===== src/rtl/tfp_pkg.sv =====
// Package for the track filter predictor: field widths, request and
// register codes, shared types. No dependencies.
package tfp_pkg;

   localparam int COORD_W    = 24;
   localparam int DIFF_W     = COORD_W + 1;
   localparam int SUM_W      = COORD_W + 3;
   localparam int GAIN_W     = 17;
   localparam int RAD_W      = 23;
   localparam int MISS_W     = 8;
   localparam int PROD_W     = GAIN_W + 1 + DIFF_W;
   localparam int DIV_W      = 25;
   localparam int CSR_IDX_W  = 1;
   localparam int CSR_DATA_W = 23;

   localparam logic [GAIN_W-1:0] GAIN_ONE    = 17'h10000;
   localparam logic [GAIN_W-1:0] GAIN_RESET  = 17'h08000;
   localparam logic [RAD_W-1:0]  RAD_RESET   = 23'd2560;
   localparam logic [MISS_W-1:0] MISS_MAX    = 8'hFF;

   // request kinds
   localparam logic REQ_START  = 1'b0;
   localparam logic REQ_REPORT = 1'b1;

   // register indexes
   localparam logic [CSR_IDX_W-1:0] CSR_BLEND_GAIN  = 1'b0;
   localparam logic [CSR_IDX_W-1:0] CSR_GATE_RADIUS = 1'b1;

   typedef logic signed [COORD_W-1:0] coord_type;
   typedef logic signed [DIFF_W-1:0]  diff_type;

endpackage


===== src/rtl/tfp_if.sv =====
// Channel interfaces of the track filter predictor: request, response and
// register write. Depends on tfp_pkg.
interface tfp_req_if import tfp_pkg::*; ();
   logic      valid;
   logic      ready;
   logic      req_type;
   logic      meas_valid;
   coord_type meas_x;
   coord_type meas_y;

   modport source(output valid, req_type, meas_valid, meas_x, meas_y, input ready);
   modport sink(input valid, req_type, meas_valid, meas_x, meas_y, output ready);
endinterface

interface tfp_rsp_if import tfp_pkg::*; ();
   logic              valid;
   logic              ready;
   coord_type         track_x;
   coord_type         track_y;
   coord_type         pred_x;
   coord_type         pred_y;
   logic              in_gate;
   logic [MISS_W-1:0] miss_count;

   modport source(output valid, track_x, track_y, pred_x, pred_y, in_gate, miss_count,
                  input ready);
   modport sink(input valid, track_x, track_y, pred_x, pred_y, in_gate, miss_count,
                output ready);
endinterface

interface tfp_csr_if import tfp_pkg::*; ();
   logic                  valid;
   logic                  ready;
   logic [CSR_IDX_W-1:0]  index;
   logic [CSR_DATA_W-1:0] data;

   modport source(output valid, index, data, input ready);
   modport sink(input valid, index, data, output ready);
endinterface


===== src/rtl/tfp_div.sv =====
// Bit-serial restoring divider, one quotient bit per cycle.
// Depends on tfp_pkg for the dividend width.
module tfp_div import tfp_pkg::*; #(
   parameter int DEN_W = 4
) (
   input  logic             clock,
   input  logic             reset,
   input  logic             start,
   input  logic [DIV_W-1:0] dividend,
   input  logic [DEN_W-1:0] divisor,
   output logic             busy,
   output logic             done,
   output logic [DIV_W-1:0] quotient
);

   localparam int CNT_W = $clog2(DIV_W + 1);

   logic             busy_ff, busy_in;
   logic             done_ff, done_in;
   logic [CNT_W-1:0] cnt_ff, cnt_in;
   logic [DIV_W-1:0] num_ff, num_in;
   logic [DEN_W-1:0] rem_ff, rem_in;
   logic [DEN_W-1:0] den_ff, den_in;
   logic [DEN_W:0]   trial;
   logic             fits;

   // shift in the next dividend bit and try one subtraction
   always_comb begin
      trial   = {rem_ff, num_ff[DIV_W-1]};
      fits    = trial >= {1'b0, den_ff};
      busy_in = busy_ff;
      done_in = 1'b0;
      cnt_in  = cnt_ff;
      num_in  = num_ff;
      rem_in  = rem_ff;
      den_in  = den_ff;
      if (start) begin
         busy_in = 1'b1;
         cnt_in  = CNT_W'(DIV_W);
         num_in  = dividend;
         rem_in  = '0;
         den_in  = divisor;
      end else if (busy_ff) begin
         rem_in = fits ? DEN_W'(trial - {1'b0, den_ff}) : trial[DEN_W-1:0];
         num_in = {num_ff[DIV_W-2:0], fits};
         cnt_in = cnt_ff - 1'b1;
         if (cnt_ff == CNT_W'(1)) begin
            busy_in = 1'b0;
            done_in = 1'b1;
         end
      end
   end

   always_ff @(posedge clock) begin
      if (reset) begin
         busy_ff <= 1'b0;
         done_ff <= 1'b0;
         cnt_ff  <= '0;
      end else begin
         busy_ff <= busy_in;
         done_ff <= done_in;
         cnt_ff  <= cnt_in;
      end
      num_ff <= num_in;
      rem_ff <= rem_in;
      den_ff <= den_in;
   end

   assign busy     = busy_ff;
   assign done     = done_ff;
   assign quotient = num_ff;

endmodule


===== src/rtl/track_filter_predictor.sv =====
// Track filter predictor: gates, blends or extrapolates one sweep report per request.
// Start request: evaluate, push the measurement, respond; report without a track: evaluate, respond.
// Report on a track: evaluate, push, read back, run the one-bit-per-cycle dividers, respond.
// One request in flight; the next is taken the cycle after the response loads, even if it waits.
// Synchronous active-high reset clears control, counters, prediction and registers;
// the history memory is not cleared. Depends on tfp_pkg, tfp_if and tfp_div.
module track_filter_predictor import tfp_pkg::*; #(
   parameter int WINDOW = 8
) (
   input  logic       clock,
   input  logic       reset,
   tfp_req_if.sink    req_bus,
   tfp_rsp_if.source  rsp_bus,
   tfp_csr_if.sink    csr_bus
);

   localparam int DEPTH = WINDOW + 1;
   localparam int SW    = $clog2(DEPTH);
   localparam int CW    = $clog2(DEPTH + 1);
   localparam int WW    = SW;
   localparam int MW    = 2 * COORD_W;

   localparam logic [2:0] S_IDLE = 3'd0;
   localparam logic [2:0] S_EVAL = 3'd1;
   localparam logic [2:0] S_PUSH = 3'd2;
   localparam logic [2:0] S_READ = 3'd3;
   localparam logic [2:0] S_DIV  = 3'd4;
   localparam logic [2:0] S_OUT  = 3'd5;

   localparam logic signed [SUM_W-1:0] SAT_HI = SUM_W'(8388607);
   localparam logic signed [SUM_W-1:0] SAT_LO = -SUM_W'(8388608);

   logic [2:0]          state_ff, state_in;
   logic [GAIN_W-1:0]   gain_ff, gain_in;
   logic [RAD_W-1:0]    radius_ff, radius_in;

   // latched request
   logic                type_ff, mvalid_ff;
   coord_type           mx_ff, my_ff;

   // track state
   coord_type           last_x_ff, last_x_in, last_y_ff, last_y_in;
   coord_type           pred_x_ff, pred_x_in, pred_y_ff, pred_y_in;
   logic [SW-1:0]       slot_ff, slot_in;
   logic [CW-1:0]       count_ff, count_in;
   logic [MISS_W-1:0]   miss_ff, miss_in;

   // per-request work registers
   coord_type           new_x_ff, new_x_in, new_y_ff, new_y_in;
   logic signed [PROD_W-1:0] prod_x_ff, prod_x_in, prod_y_ff, prod_y_in;
   logic                blend_ff, blend_in;
   logic                gate_ff, gate_in;
   logic                zero_ff, zero_in;
   logic [WW-1:0]       w_ff, w_in;
   logic                neg_x_ff, neg_x_in, neg_y_ff, neg_y_in;

   // response register
   logic                rsp_valid_ff, rsp_valid_in;
   coord_type           o_track_x_ff, o_track_x_in, o_track_y_ff, o_track_y_in;
   coord_type           o_pred_x_ff, o_pred_x_in, o_pred_y_ff, o_pred_y_in;
   logic                o_gate_ff, o_gate_in;
   logic [MISS_W-1:0]   o_miss_ff, o_miss_in;

   // history memory
   logic [MW-1:0]       hist_mem [DEPTH];
   logic [MW-1:0]       rd_data_ff;
   logic                mem_we;
   logic [SW-1:0]       rd_addr;
   logic [MW-1:0]       wr_data;

   // combinational helpers
   logic                req_fire, rsp_fire, out_free;
   logic [GAIN_W-1:0]   gain_eff;
   diff_type            ax, ay, bx, by, dx, dy;
   logic [DIFF_W-1:0]   ax_mag, ay_mag, dx_mag, dy_mag;
   logic signed [PROD_W-1:0] rnd_x, rnd_y;
   logic signed [SUM_W-1:0]  blend_x, blend_y, sum_x, sum_y, step_x, step_y;
   coord_type           push_x, push_y, old_x, old_y;
   logic [CW-1:0]       count_next;
   logic [WW-1:0]       w_next;
   logic [SW:0]         addr_wide;
   logic [DIV_W-1:0]    dvd_x, dvd_y, quo_x, quo_y;
   logic                div_start, div_busy_x, div_busy_y, div_done_x, div_done_y;

   assign req_fire = req_bus.valid && req_bus.ready;
   assign rsp_fire = rsp_valid_ff && rsp_bus.ready;
   assign out_free = !rsp_valid_ff || rsp_bus.ready;
   assign gain_eff = (gain_ff > GAIN_ONE) ? GAIN_ONE : gain_ff;

   assign req_bus.ready = (state_ff == S_IDLE);
   assign csr_bus.ready = 1'b1;

   // gate distances against the last track point
   assign ax     = diff_type'(mx_ff) - diff_type'(last_x_ff);
   assign ay     = diff_type'(my_ff) - diff_type'(last_y_ff);
   assign ax_mag = ax[DIFF_W-1] ? DIFF_W'(-ax) : DIFF_W'(ax);
   assign ay_mag = ay[DIFF_W-1] ? DIFF_W'(-ay) : DIFF_W'(ay);

   // blend operands: measurement minus prediction
   assign bx = diff_type'(mx_ff) - diff_type'(pred_x_ff);
   assign by = diff_type'(my_ff) - diff_type'(pred_y_ff);

   // round half up and add back the prediction
   assign rnd_x   = (prod_x_ff + PROD_W'(32768)) >>> 16;
   assign rnd_y   = (prod_y_ff + PROD_W'(32768)) >>> 16;
   assign blend_x = SUM_W'(pred_x_ff) + SUM_W'(rnd_x);
   assign blend_y = SUM_W'(pred_y_ff) + SUM_W'(rnd_y);
   assign push_x  = blend_ff ? blend_x[COORD_W-1:0] : new_x_ff;
   assign push_y  = blend_ff ? blend_y[COORD_W-1:0] : new_y_ff;

   // ring bookkeeping for the point being pushed
   assign count_next = (count_ff < CW'(DEPTH)) ? count_ff + 1'b1 : count_ff;
   assign w_next     = WW'(count_next - 1'b1);
   assign addr_wide  = ({1'b0, slot_ff} >= (SW + 1)'(w_next))
                       ? {1'b0, slot_ff} - (SW + 1)'(w_next)
                       : {1'b0, slot_ff} + (SW + 1)'(DEPTH) - (SW + 1)'(w_next);
   assign rd_addr    = addr_wide[SW-1:0];
   assign wr_data    = {push_y, push_x};
   assign mem_we     = (state_ff == S_PUSH);

   // velocity numerators from the old point
   assign old_x  = rd_data_ff[COORD_W-1:0];
   assign old_y  = rd_data_ff[MW-1:COORD_W];
   assign dx     = diff_type'(last_x_ff) - diff_type'(old_x);
   assign dy     = diff_type'(last_y_ff) - diff_type'(old_y);
   assign dx_mag = dx[DIFF_W-1] ? DIFF_W'(-dx) : DIFF_W'(dx);
   assign dy_mag = dy[DIFF_W-1] ? DIFF_W'(-dy) : DIFF_W'(dy);
   assign dvd_x  = DIV_W'(dx_mag) + DIV_W'(w_ff >> 1);
   assign dvd_y  = DIV_W'(dy_mag) + DIV_W'(w_ff >> 1);
   assign div_start = (state_ff == S_READ);

   // extrapolated point before saturation
   assign step_x = neg_x_ff ? -SUM_W'(quo_x) : SUM_W'(quo_x);
   assign step_y = neg_y_ff ? -SUM_W'(quo_y) : SUM_W'(quo_y);
   assign sum_x  = SUM_W'(last_x_ff) + step_x;
   assign sum_y  = SUM_W'(last_y_ff) + step_y;

   tfp_div #(.DEN_W(WW)) u_div_x (
      .clock    (clock),
      .reset    (reset),
      .start    (div_start),
      .dividend (dvd_x),
      .divisor  (w_ff),
      .busy     (div_busy_x),
      .done     (div_done_x),
      .quotient (quo_x)
   );

   tfp_div #(.DEN_W(WW)) u_div_y (
      .clock    (clock),
      .reset    (reset),
      .start    (div_start),
      .dividend (dvd_y),
      .divisor  (w_ff),
      .busy     (div_busy_y),
      .done     (div_done_y),
      .quotient (quo_y)
   );

   // sequencer
   always_comb begin
      state_in     = state_ff;
      gain_in      = gain_ff;
      radius_in    = radius_ff;
      last_x_in    = last_x_ff;
      last_y_in    = last_y_ff;
      pred_x_in    = pred_x_ff;
      pred_y_in    = pred_y_ff;
      slot_in      = slot_ff;
      count_in     = count_ff;
      miss_in      = miss_ff;
      new_x_in     = new_x_ff;
      new_y_in     = new_y_ff;
      prod_x_in    = prod_x_ff;
      prod_y_in    = prod_y_ff;
      blend_in     = blend_ff;
      gate_in      = gate_ff;
      zero_in      = zero_ff;
      w_in         = w_ff;
      neg_x_in     = neg_x_ff;
      neg_y_in     = neg_y_ff;
      rsp_valid_in = rsp_fire ? 1'b0 : rsp_valid_ff;
      o_track_x_in = o_track_x_ff;
      o_track_y_in = o_track_y_ff;
      o_pred_x_in  = o_pred_x_ff;
      o_pred_y_in  = o_pred_y_ff;
      o_gate_in    = o_gate_ff;
      o_miss_in    = o_miss_ff;

      // register writes
      if (csr_bus.valid) begin
         unique case (csr_bus.index)
            CSR_BLEND_GAIN:  gain_in   = csr_bus.data[GAIN_W-1:0];
            CSR_GATE_RADIUS: radius_in = csr_bus.data[RAD_W-1:0];
            default:         gain_in   = gain_ff;
         endcase
      end

      unique case (state_ff)
         S_IDLE: begin
            if (req_fire) state_in = S_EVAL;
         end
         S_EVAL: begin
            zero_in  = 1'b0;
            blend_in = 1'b0;
            new_x_in = mx_ff;
            new_y_in = my_ff;
            if (type_ff == REQ_START) begin
               // open a new track at the measurement
               gate_in  = 1'b0;
               miss_in  = '0;
               slot_in  = '0;
               count_in = '0;
               state_in = S_PUSH;
            end else if (count_ff == '0) begin
               // no track: answer with zeros
               zero_in  = 1'b1;
               state_in = S_OUT;
            end else begin
               gate_in = mvalid_ff && (ax_mag < DIFF_W'(radius_ff))
                         && (ay_mag < DIFF_W'(radius_ff));
               if (mvalid_ff) begin
                  miss_in   = '0;
                  blend_in  = (count_ff != CW'(1));
                  prod_x_in = $signed({1'b0, gain_eff}) * bx;
                  prod_y_in = $signed({1'b0, gain_eff}) * by;
               end else begin
                  new_x_in = pred_x_ff;
                  new_y_in = pred_y_ff;
                  if (miss_ff != MISS_MAX) miss_in = miss_ff + 1'b1;
               end
               state_in = S_PUSH;
            end
         end
         S_PUSH: begin
            // store the new point and fetch the one w back
            last_x_in = push_x;
            last_y_in = push_y;
            slot_in   = (slot_ff == SW'(DEPTH - 1)) ? '0 : slot_ff + 1'b1;
            count_in  = count_next;
            w_in      = w_next;
            if (w_next == '0) begin
               pred_x_in = push_x;
               pred_y_in = push_y;
               state_in  = S_OUT;
            end else begin
               state_in = S_READ;
            end
         end
         S_READ: begin
            neg_x_in = dx[DIFF_W-1];
            neg_y_in = dy[DIFF_W-1];
            state_in = S_DIV;
         end
         S_DIV: begin
            if (div_done_x && div_done_y) begin
               pred_x_in = (sum_x > SAT_HI) ? SAT_HI[COORD_W-1:0] :
                           (sum_x < SAT_LO) ? SAT_LO[COORD_W-1:0] : sum_x[COORD_W-1:0];
               pred_y_in = (sum_y > SAT_HI) ? SAT_HI[COORD_W-1:0] :
                           (sum_y < SAT_LO) ? SAT_LO[COORD_W-1:0] : sum_y[COORD_W-1:0];
               state_in  = S_OUT;
            end
         end
         S_OUT: begin
            // hand the response over once the output register is free
            if (out_free) begin
               rsp_valid_in = 1'b1;
               o_track_x_in = zero_ff ? '0 : last_x_ff;
               o_track_y_in = zero_ff ? '0 : last_y_ff;
               o_pred_x_in  = zero_ff ? '0 : pred_x_ff;
               o_pred_y_in  = zero_ff ? '0 : pred_y_ff;
               o_gate_in    = zero_ff ? 1'b0 : gate_ff;
               o_miss_in    = zero_ff ? '0 : miss_ff;
               state_in     = S_IDLE;
            end
         end
         default: state_in = S_IDLE;
      endcase
   end

   always_ff @(posedge clock) begin
      if (reset) begin
         state_ff     <= S_IDLE;
         gain_ff      <= GAIN_RESET;
         radius_ff    <= RAD_RESET;
         last_x_ff    <= '0;
         last_y_ff    <= '0;
         pred_x_ff    <= '0;
         pred_y_ff    <= '0;
         slot_ff      <= '0;
         count_ff     <= '0;
         miss_ff      <= '0;
         zero_ff      <= 1'b0;
         blend_ff     <= 1'b0;
         rsp_valid_ff <= 1'b0;
      end else begin
         state_ff     <= state_in;
         gain_ff      <= gain_in;
         radius_ff    <= radius_in;
         last_x_ff    <= last_x_in;
         last_y_ff    <= last_y_in;
         pred_x_ff    <= pred_x_in;
         pred_y_ff    <= pred_y_in;
         slot_ff      <= slot_in;
         count_ff     <= count_in;
         miss_ff      <= miss_in;
         zero_ff      <= zero_in;
         blend_ff     <= blend_in;
         rsp_valid_ff <= rsp_valid_in;
      end
      // latch the request payload
      if (req_fire) begin
         type_ff   <= req_bus.req_type;
         mvalid_ff <= req_bus.meas_valid;
         mx_ff     <= req_bus.meas_x;
         my_ff     <= req_bus.meas_y;
      end
      new_x_ff     <= new_x_in;
      new_y_ff     <= new_y_in;
      prod_x_ff    <= prod_x_in;
      prod_y_ff    <= prod_y_in;
      gate_ff      <= gate_in;
      w_ff         <= w_in;
      neg_x_ff     <= neg_x_in;
      neg_y_ff     <= neg_y_in;
      o_track_x_ff <= o_track_x_in;
      o_track_y_ff <= o_track_y_in;
      o_pred_x_ff  <= o_pred_x_in;
      o_pred_y_ff  <= o_pred_y_in;
      o_gate_ff    <= o_gate_in;
      o_miss_ff    <= o_miss_in;
   end

   // history ring: one write and one registered read per cycle
   always_ff @(posedge clock) begin
      if (mem_we) hist_mem[slot_ff] <= wr_data;
      rd_data_ff <= hist_mem[rd_addr];
   end

   assign rsp_bus.valid      = rsp_valid_ff;
   assign rsp_bus.track_x    = o_track_x_ff;
   assign rsp_bus.track_y    = o_track_y_ff;
   assign rsp_bus.pred_x     = o_pred_x_ff;
   assign rsp_bus.pred_y     = o_pred_y_ff;
   assign rsp_bus.in_gate    = o_gate_ff;
   assign rsp_bus.miss_count = o_miss_ff;

   // point count never passes the ring depth
   a_count_range: assert property (@(posedge clock) disable iff (reset)
      count_ff <= CW'(DEPTH))
      else $error("point count beyond ring depth");

   // write slot stays inside the ring
   a_slot_range: assert property (@(posedge clock) disable iff (reset)
      {1'b0, slot_ff} < (SW + 1)'(DEPTH))
      else $error("write slot outside ring");

   // an accepted request moves straight to evaluation
   a_accept_eval: assert property (@(posedge clock) disable iff (reset)
      req_fire |=> state_ff == S_EVAL)
      else $error("accepted request not evaluated");

   // the dividers are never restarted mid-division
   a_div_idle: assert property (@(posedge clock) disable iff (reset)
      div_start |-> !div_busy_x && !div_busy_y)
      else $error("divider started while busy");

endmodule


===== src/flat_wrapper.sv =====
// flat-port wrapper written by rule: the top's interface ports become plain ports
module track_filter_predictor_flat import tfp_pkg::*;
#(
   parameter int WINDOW = 8
)
  (clock, reset, req_bus_valid, req_bus_req_type, req_bus_meas_valid, req_bus_meas_x, req_bus_meas_y, req_bus_ready, rsp_bus_valid, rsp_bus_track_x, rsp_bus_track_y, rsp_bus_pred_x, rsp_bus_pred_y, rsp_bus_in_gate, rsp_bus_miss_count, rsp_bus_ready, csr_bus_valid, csr_bus_index, csr_bus_data, csr_bus_ready);
  tfp_req_if req_bus_i ();
  tfp_rsp_if rsp_bus_i ();
  tfp_csr_if csr_bus_i ();
  input  logic clock;
  input  logic reset;
  input wire logic [$bits(req_bus_i.valid)-1:0] req_bus_valid;
  input wire logic [$bits(req_bus_i.req_type)-1:0] req_bus_req_type;
  input wire logic [$bits(req_bus_i.meas_valid)-1:0] req_bus_meas_valid;
  input wire logic [$bits(req_bus_i.meas_x)-1:0] req_bus_meas_x;
  input wire logic [$bits(req_bus_i.meas_y)-1:0] req_bus_meas_y;
  output wire logic [$bits(req_bus_i.ready)-1:0] req_bus_ready;
  output wire logic [$bits(rsp_bus_i.valid)-1:0] rsp_bus_valid;
  output wire logic [$bits(rsp_bus_i.track_x)-1:0] rsp_bus_track_x;
  output wire logic [$bits(rsp_bus_i.track_y)-1:0] rsp_bus_track_y;
  output wire logic [$bits(rsp_bus_i.pred_x)-1:0] rsp_bus_pred_x;
  output wire logic [$bits(rsp_bus_i.pred_y)-1:0] rsp_bus_pred_y;
  output wire logic [$bits(rsp_bus_i.in_gate)-1:0] rsp_bus_in_gate;
  output wire logic [$bits(rsp_bus_i.miss_count)-1:0] rsp_bus_miss_count;
  input wire logic [$bits(rsp_bus_i.ready)-1:0] rsp_bus_ready;
  input wire logic [$bits(csr_bus_i.valid)-1:0] csr_bus_valid;
  input wire logic [$bits(csr_bus_i.index)-1:0] csr_bus_index;
  input wire logic [$bits(csr_bus_i.data)-1:0] csr_bus_data;
  output wire logic [$bits(csr_bus_i.ready)-1:0] csr_bus_ready;
  assign req_bus_i.valid = req_bus_valid;
  assign req_bus_i.req_type = req_bus_req_type;
  assign req_bus_i.meas_valid = req_bus_meas_valid;
  assign req_bus_i.meas_x = req_bus_meas_x;
  assign req_bus_i.meas_y = req_bus_meas_y;
  assign req_bus_ready = req_bus_i.ready;
  assign rsp_bus_valid = rsp_bus_i.valid;
  assign rsp_bus_track_x = rsp_bus_i.track_x;
  assign rsp_bus_track_y = rsp_bus_i.track_y;
  assign rsp_bus_pred_x = rsp_bus_i.pred_x;
  assign rsp_bus_pred_y = rsp_bus_i.pred_y;
  assign rsp_bus_in_gate = rsp_bus_i.in_gate;
  assign rsp_bus_miss_count = rsp_bus_i.miss_count;
  assign rsp_bus_i.ready = rsp_bus_ready;
  assign csr_bus_i.valid = csr_bus_valid;
  assign csr_bus_i.index = csr_bus_index;
  assign csr_bus_i.data = csr_bus_data;
  assign csr_bus_ready = csr_bus_i.ready;
  track_filter_predictor #(.WINDOW(WINDOW)) u_core (.clock(clock), .reset(reset), .req_bus(req_bus_i), .rsp_bus(rsp_bus_i), .csr_bus(csr_bus_i));
endmodule

===== config.mk =====
export PLATFORM = sky130hd
export DESIGN_NAME = track_filter_predictor_flat
export DESIGN_NICKNAME = d
export VERILOG_FILES = /design/src/rtl/tfp_pkg.sv /design/src/rtl/tfp_if.sv /design/src/rtl/tfp_div.sv /design/src/rtl/track_filter_predictor.sv /design/src/flat_wrapper.sv
export SDC_FILE = /design/constraint.sdc
export NUM_CORES = 2
export LEC_CHECK = 0
export ABC_AREA = 1
export BUFFER_PORTS_ARGS = -buffer_cell sky130_fd_sc_hd__buf_2
export CORE_ASPECT_RATIO = 1.25
export CORE_MARGIN = 2
export CORE_UTILIZATION = 60
export CTS_CLUSTER_DIAMETER = 50
export DETAILED_ROUTE_END_ITERATION = 10
export GPL_ROUTABILITY_DRIVEN = 0
export PLACE_DENSITY = 0.76
export RECOVER_POWER = 100
export SYNTH_ARGS = -nofsm -noshare
export SYNTH_HDL_FRONTEND = slang
export SYNTH_SLANG_ARGS = --single-unit

===== constraint.sdc =====
create_clock -name clock -period 11 [get_ports clock]
set_input_delay 1.1 -clock clock [delete_from_list [all_inputs] [get_ports clock]]
set_output_delay 1.1 -clock clock [all_outputs]
set_load 0.01 [all_outputs]

# == Word-level counts from Yosys, hierarchy flattened ==
# Memory sizes are Yosys's and may differ from the RTL's. A register that Yosys moved wholly into a read port is not among the register bits.
# Index checks and enable logic that the tools add are counted.
# classes
n_addsub,31
multipliers,2
order_cmp,11
n_eq_ne,17
n_mux,71
bitwise_logic,4
n_reduce_logical,26
# ops
cell,count
2-to-1 mux 24 bit,16
2-to-1 mux 25 bit,8
subtractor 24 x 24 -> 25 bit,6
negation 25 bit,4
one-hot mux 24 bit (2 select lines),2
"adder 40 x 17 -> 40 bit, second input constant",2
multiplier 18 x 25 -> 40 bit,2
adder 24 x 27 -> 27 bit,2
"greater-than comparator 27 x 24 -> 1 bit, second input constant",2
"< comparator 27 x 24 -> 1 bit, second input constant",2
2-to-1 mux 27 bit,2
negation 25 -> 27 bit,2
adder 25 x 3 -> 25 bit,2
< comparator 25 x 23 -> 1 bit,2
adder 24 bit,2
2-to-1 mux 8 bit,4
2-to-1 mux 4 bit,6
2-to-1 mux 5 bit,4
2-to-1 mux 1 bit,19
2-to-1 mux 3 bit,6
one-hot mux 3 bit (6 select lines),1
"greater-than comparator 17 bit, second input constant",1
2-to-1 mux 17 bit,1
one-hot mux 4 bit (2 select lines),2
other kinds (31),62
# word_totals
regBits,524
ram_bits,432
mem_count,1
# memory_table
memory,depth,word_bits,rd,rd_clocked_by_memory_dff,write_ports,line_no,rtl
u_core.hist_mem,9,48,1,1,1,track_filter_predictor.sv:65,logic [MW-1:0] hist_mem [DEPTH];

# == Logic depth before layout (Yosys ltp) ==
# logic_depth
word_depth,8
depth_mapped,40

# == By module ==
# From an unflattened synthesis, not the netlist that was laid out.
# unflattened
hier_cells,10327
hier_area_um2,86344.1
# by_module_without_submodules
mod,n_inst,cells_each,area_each_um2,seq_area_each_um2
track_filter_predictor,1,9919,82613.0,24903.9
tfp_div,2,204,1865.5,1091.0

# == Least setup slack after synthesis ==
# OpenSTA, ideal clock, no wires.
# synth_path
path_type,register to register
start,register u_core.state_ff[0]
end,"register u_core.prod_x_ff[15], enable pin"
setup_ns,0.522
arrival_ns,7.877
setup_slack_ns,2.601
path_stages_with_launch,5
path_buffers,0
cell_sequence,dfxtp_1 -> inv_1 -> nor3_1 -> inv_1 -> nor3_1
# synth_via
elab_chain_cells,2
# synth_lines
item,line_no,rtl
from (decl),track_filter_predictor.sv:33,"logic [2:0] state_ff, state_in;"
from (signal assigned),track_filter_predictor.sv:297,state_ff <= state_in;
== test 3 x 1 -> 1 bit,track_filter_predictor.sv:199,unique case (state_ff)
AND reduction 4 bit (no source line),-,
to (signal assigned),track_filter_predictor.sv:320,prod_x_ff <= prod_x_in;
to (decl),track_filter_predictor.sv:50,"logic signed [PROD_W-1:0] prod_x_ff, prod_x_in, prod_y_ff, prod_y_in;"
# No other way between the ends.
# A chain may end at the register's enable or synchronous reset.

# == Worst setup path after layout ==
# layout_path
start,register u_core.mx_ff[0]
end,"register u_core.prod_x_ff[36], data pin"
# layout_via
elab_chain_cells,2
# layout_lines
item,line_no,rtl
from (decl),track_filter_predictor.sv:39,"coord_type mx_ff, my_ff;"
from (signal assigned),track_filter_predictor.sv:315,mx_ff <= req_bus.meas_x;
subtractor 24 x 24 -> 25 bit,track_filter_predictor.sv:100,assign bx = diff_type'(mx_ff) - diff_type'(pred_x_ff);
multiplier 18 x 25 -> 40 bit,track_filter_predictor.sv:225,"prod_x_in = $signed({1'b0, gain_eff}) * bx;"
# No other way between the ends.

==> flow_summary.yaml <==
sta:
  finalSetupViolCount: 0
  fmax_mhz: 101
  hold_viol: 0
  skew_ps: 38.2
  setup_slack_ps: 1060
  rsz0062_at_grt: "no"
  worst_pin_slew_ps: 4940
  layout_min_cycle_time_ps: 9940
  totalNegativeSetupSlack_ps: 0
  maxSlewViolCount: 1473
  slew_headroom_pct: -229
  finalCritPeriodShare_pct: 90.4
finish:
  syn2layout_area_growth_pct: 6.41
  nFillCells: 11894
  drive_gt1_share_pct: 3.84
  regArea_mm2: 0.0270
  multi_input_area_mm2: 0.0506
  nets: 11790
critical_path:
  cp_slowest_stage_delay_ps: 910
  arrival_ps: 10410
  crit_path_frequent_cell: "inv_1"
  crit_required_ps: 11470
  cpMaxStageDelayCell: "xor2_1"
  regToRegSetupSlack_ps: 1060
  crit_fanout: 10
  crit_type: "flop to flop"
  r2r_start: "u_core.mx_ff[0]$_DFFE_PP_"
  end_kind: "flop"
  reg2regPathDepth: 35
  r2r-end: "u_core.prod_x_ff[36]$_DFFE_PP_"
  cp-start-kind: "flop"
die:
  fp.dieArea_mm2: 0.146
  die_y_um: 427
  start_util_pct: 60.3
  core_mm2: 0.143
  rows: 155
  ioPinCount: 187
  die_w_um: 342
global_routing:
  grt_pass1_vias: 72710
  grt_pass1_wl_um: 406000
  grt_overflow: 0
  grt_max_degree: 103
  track_usage_pct: 36.5
  antenna_found_initial: 7
route:
  wl_um: 268000
  via_count: 73053
  antenna_left: 0
  first_pass_iters: 9
  viasPerCell: 5.91
  drt_iter0_drc: 8338
  wl_per_cell_um: 21.7
  drc: 0
placed_design:
  pre_cts_ws_ps: 1860
  io_buffers: 185
  hpwl_um: 202000
clock_tree:
  numCtsBuffers: 91
  htreeDepth: 3
  clk_pin_slew_ps: 70
  clkLatencyLatePin_ps: 750
  cts_setup_buffers: 0
  cts_tree: "built"
  cts_root_buf: "clkbuf_16"
  cts_resized: 0
  cts_buffer_depth: 3
  ctsHoldBuffers: 0
  clkSinkCount: 974
synthesis:
  ys_ff_latch: 974
  synth_edf_count: 746
  async_reset_ff_share_pct: 0
  synth_warnings: 0
  synth.avg_cell_area_um2: 8.31
  syn_nets: 11745
  synthFlopType: "edfxtp_1"
  yosysUniqueCellTypes: 65
  synthesis.area_mm2: 0.0859
  synth_sequential_area_ratio_pct: 31.4
  synthCells: 10343
hold_path:
  hp-class: "flop to flop"
  min_to: "u_core.u_div_x.den_ff[0]$_DFFE_PP_"
  hold_start: "u_core.w_ff[0]$_DFFE_PP_"
  hold_depth: 0
flow_run:
  drv_cap: 31
outcome:
  violations: "capacitance limit, slew limit"
  status: "complete, but fails checks"
worst max-delay path by stage:
stage | slack [ps] | depth (start not counted) | end | startpoint
finish | 1060 | 35 | u_core.prod_x_ff[36]$_DFFE_PP_ | u_core.mx_ff[0]$_DFFE_PP_
global route | 670 | 35 | u_core.prod_x_ff[36]$_DFFE_PP_ | u_core.mx_ff[0]$_DFFE_PP_
CTS | 1830 | 34 | u_core.prod_x_ff[36]$_DFFE_PP_ | u_core.mx_ff[0]$_DFFE_PP_
detailed placement | 1860 | 34 | u_core.prod_x_ff[36]$_DFFE_PP_ | u_core.mx_ff[0]$_DFFE_PP_
global placement | 1860 | 37 | u_core.prod_y_ff[39]$_DFFE_PP_ | u_core.my_ff[0]$_DFFE_PP_
floorplan | 2600 | 4 | u_core.prod_x_ff[15]$_DFFE_PP_ | u_core.state_ff[0]$_SDFFE_PP0P_
critical path: cells and delay by family (launching register included):
kind                       cells  cell delay [ps]
AOI/OAI and AO/OA             10             2800
xor gates and xnor gates       2             1000
adders and majority gates      9             3780
buffers and inverters          8              930
DFF                            1              360
and+or+nand+nor                6              770
per-stage QoR:
stage	utilization, %	instances	hold slack [ps]	instance area, µm²
after floorplan	-	10343	400	85900
after CTS	64.5	12350	425	91900
final	64.1	12357	426	91400
after detailed placement	62.3	12178	409	88700
after global routing	64.1	12351	447	91400
after global placement	62.3	12178	404	88700
Yosys cell counts, types with 51 or more instances:
cell type / number / area, µm²
clkbuf_1: 274 / 1030
or2_2: 60 / 375
inv_1: 1855 / 6960
o211ai_1: 51 / 383
xnor2_1: 137 / 1200
edfxtp_1: 746 / 22400
o21ai_0: 550 / 2750
nor2_1: 1191 / 4470
fa_1: 805 / 16100
dfxtp_1: 228 / 4560
nand2_1: 2125 / 7980
nor3_1: 76 / 380
nand3_1: 338 / 1690
o221ai_1: 68 / 596
nand4_1: 100 / 626
xor2_1: 258 / 2260
a21oi_1: 512 / 2560
ha_1: 518 / 6480
registers in the layout, indices dropped and copies added, names as in the netlist, 25 cells and up:
register and flops:
u_core.u_div_x.quotient 25, u_core.prod_y_ff 25, u_core.rd_data_ff 48, u_core.hist_mem 432
u_core.prod_x_ff 25, u_core.u_div_y.quotient 25
cell families after synthesis:
kind of cell / after synthesis / synth area share [%]
other cells: 1 / 0.00436
xor+xnor: 400 / 4.14
fa+ha+maj: 1323 / 26.3
buf+inv: 2205 / 9.72
flops: 974 / 31.4
compound gates: 1405 / 9.18
simple gates: 4035 / 19.3
cell usage in the layout (no fill, tap or decap), types with 228 or more instances in the layout:
master,count
a21oi_1,512
dfxtp_1,228
edfxtp_1,746
fa_1,805
ha_1,518
inv_1,1852
nand2_1,2128
nand3_1,342
nor2_1,1200
o21ai_0,553
xor2_1,257
layer usage:
layer | global-route usage, % | part of all wire, % | vias to the layer above
met2 | 58.6 | 45 | 4243
met5 | 0 | 0.0060 | -
met3 | 8.79 | 12 | 1062
met4 | 23.9 | 8.0 | 2
met1 | 44.0 | 35 | 34841
li1 | - | - | 32905
cell type report:
| class | count | area share (%) |
|---|---|---|
| multi-input combinational | 7164 | 55.3 |
| sequential | 974 | 29.5 |
| clock buffer | 114 | 2.65 |
| antenna | 6 | 0.0164 |
| clock inverter | 58 | 0.792 |
| inverter | 1883 | 7.74 |
| timing repair buffer | 274 | 1.42 |
| tap | 1884 | 2.58 |
Power is left out: the tool's default activity adds up to more than one toggle a clock period on the data nets, which glitch-free logic cannot reach.
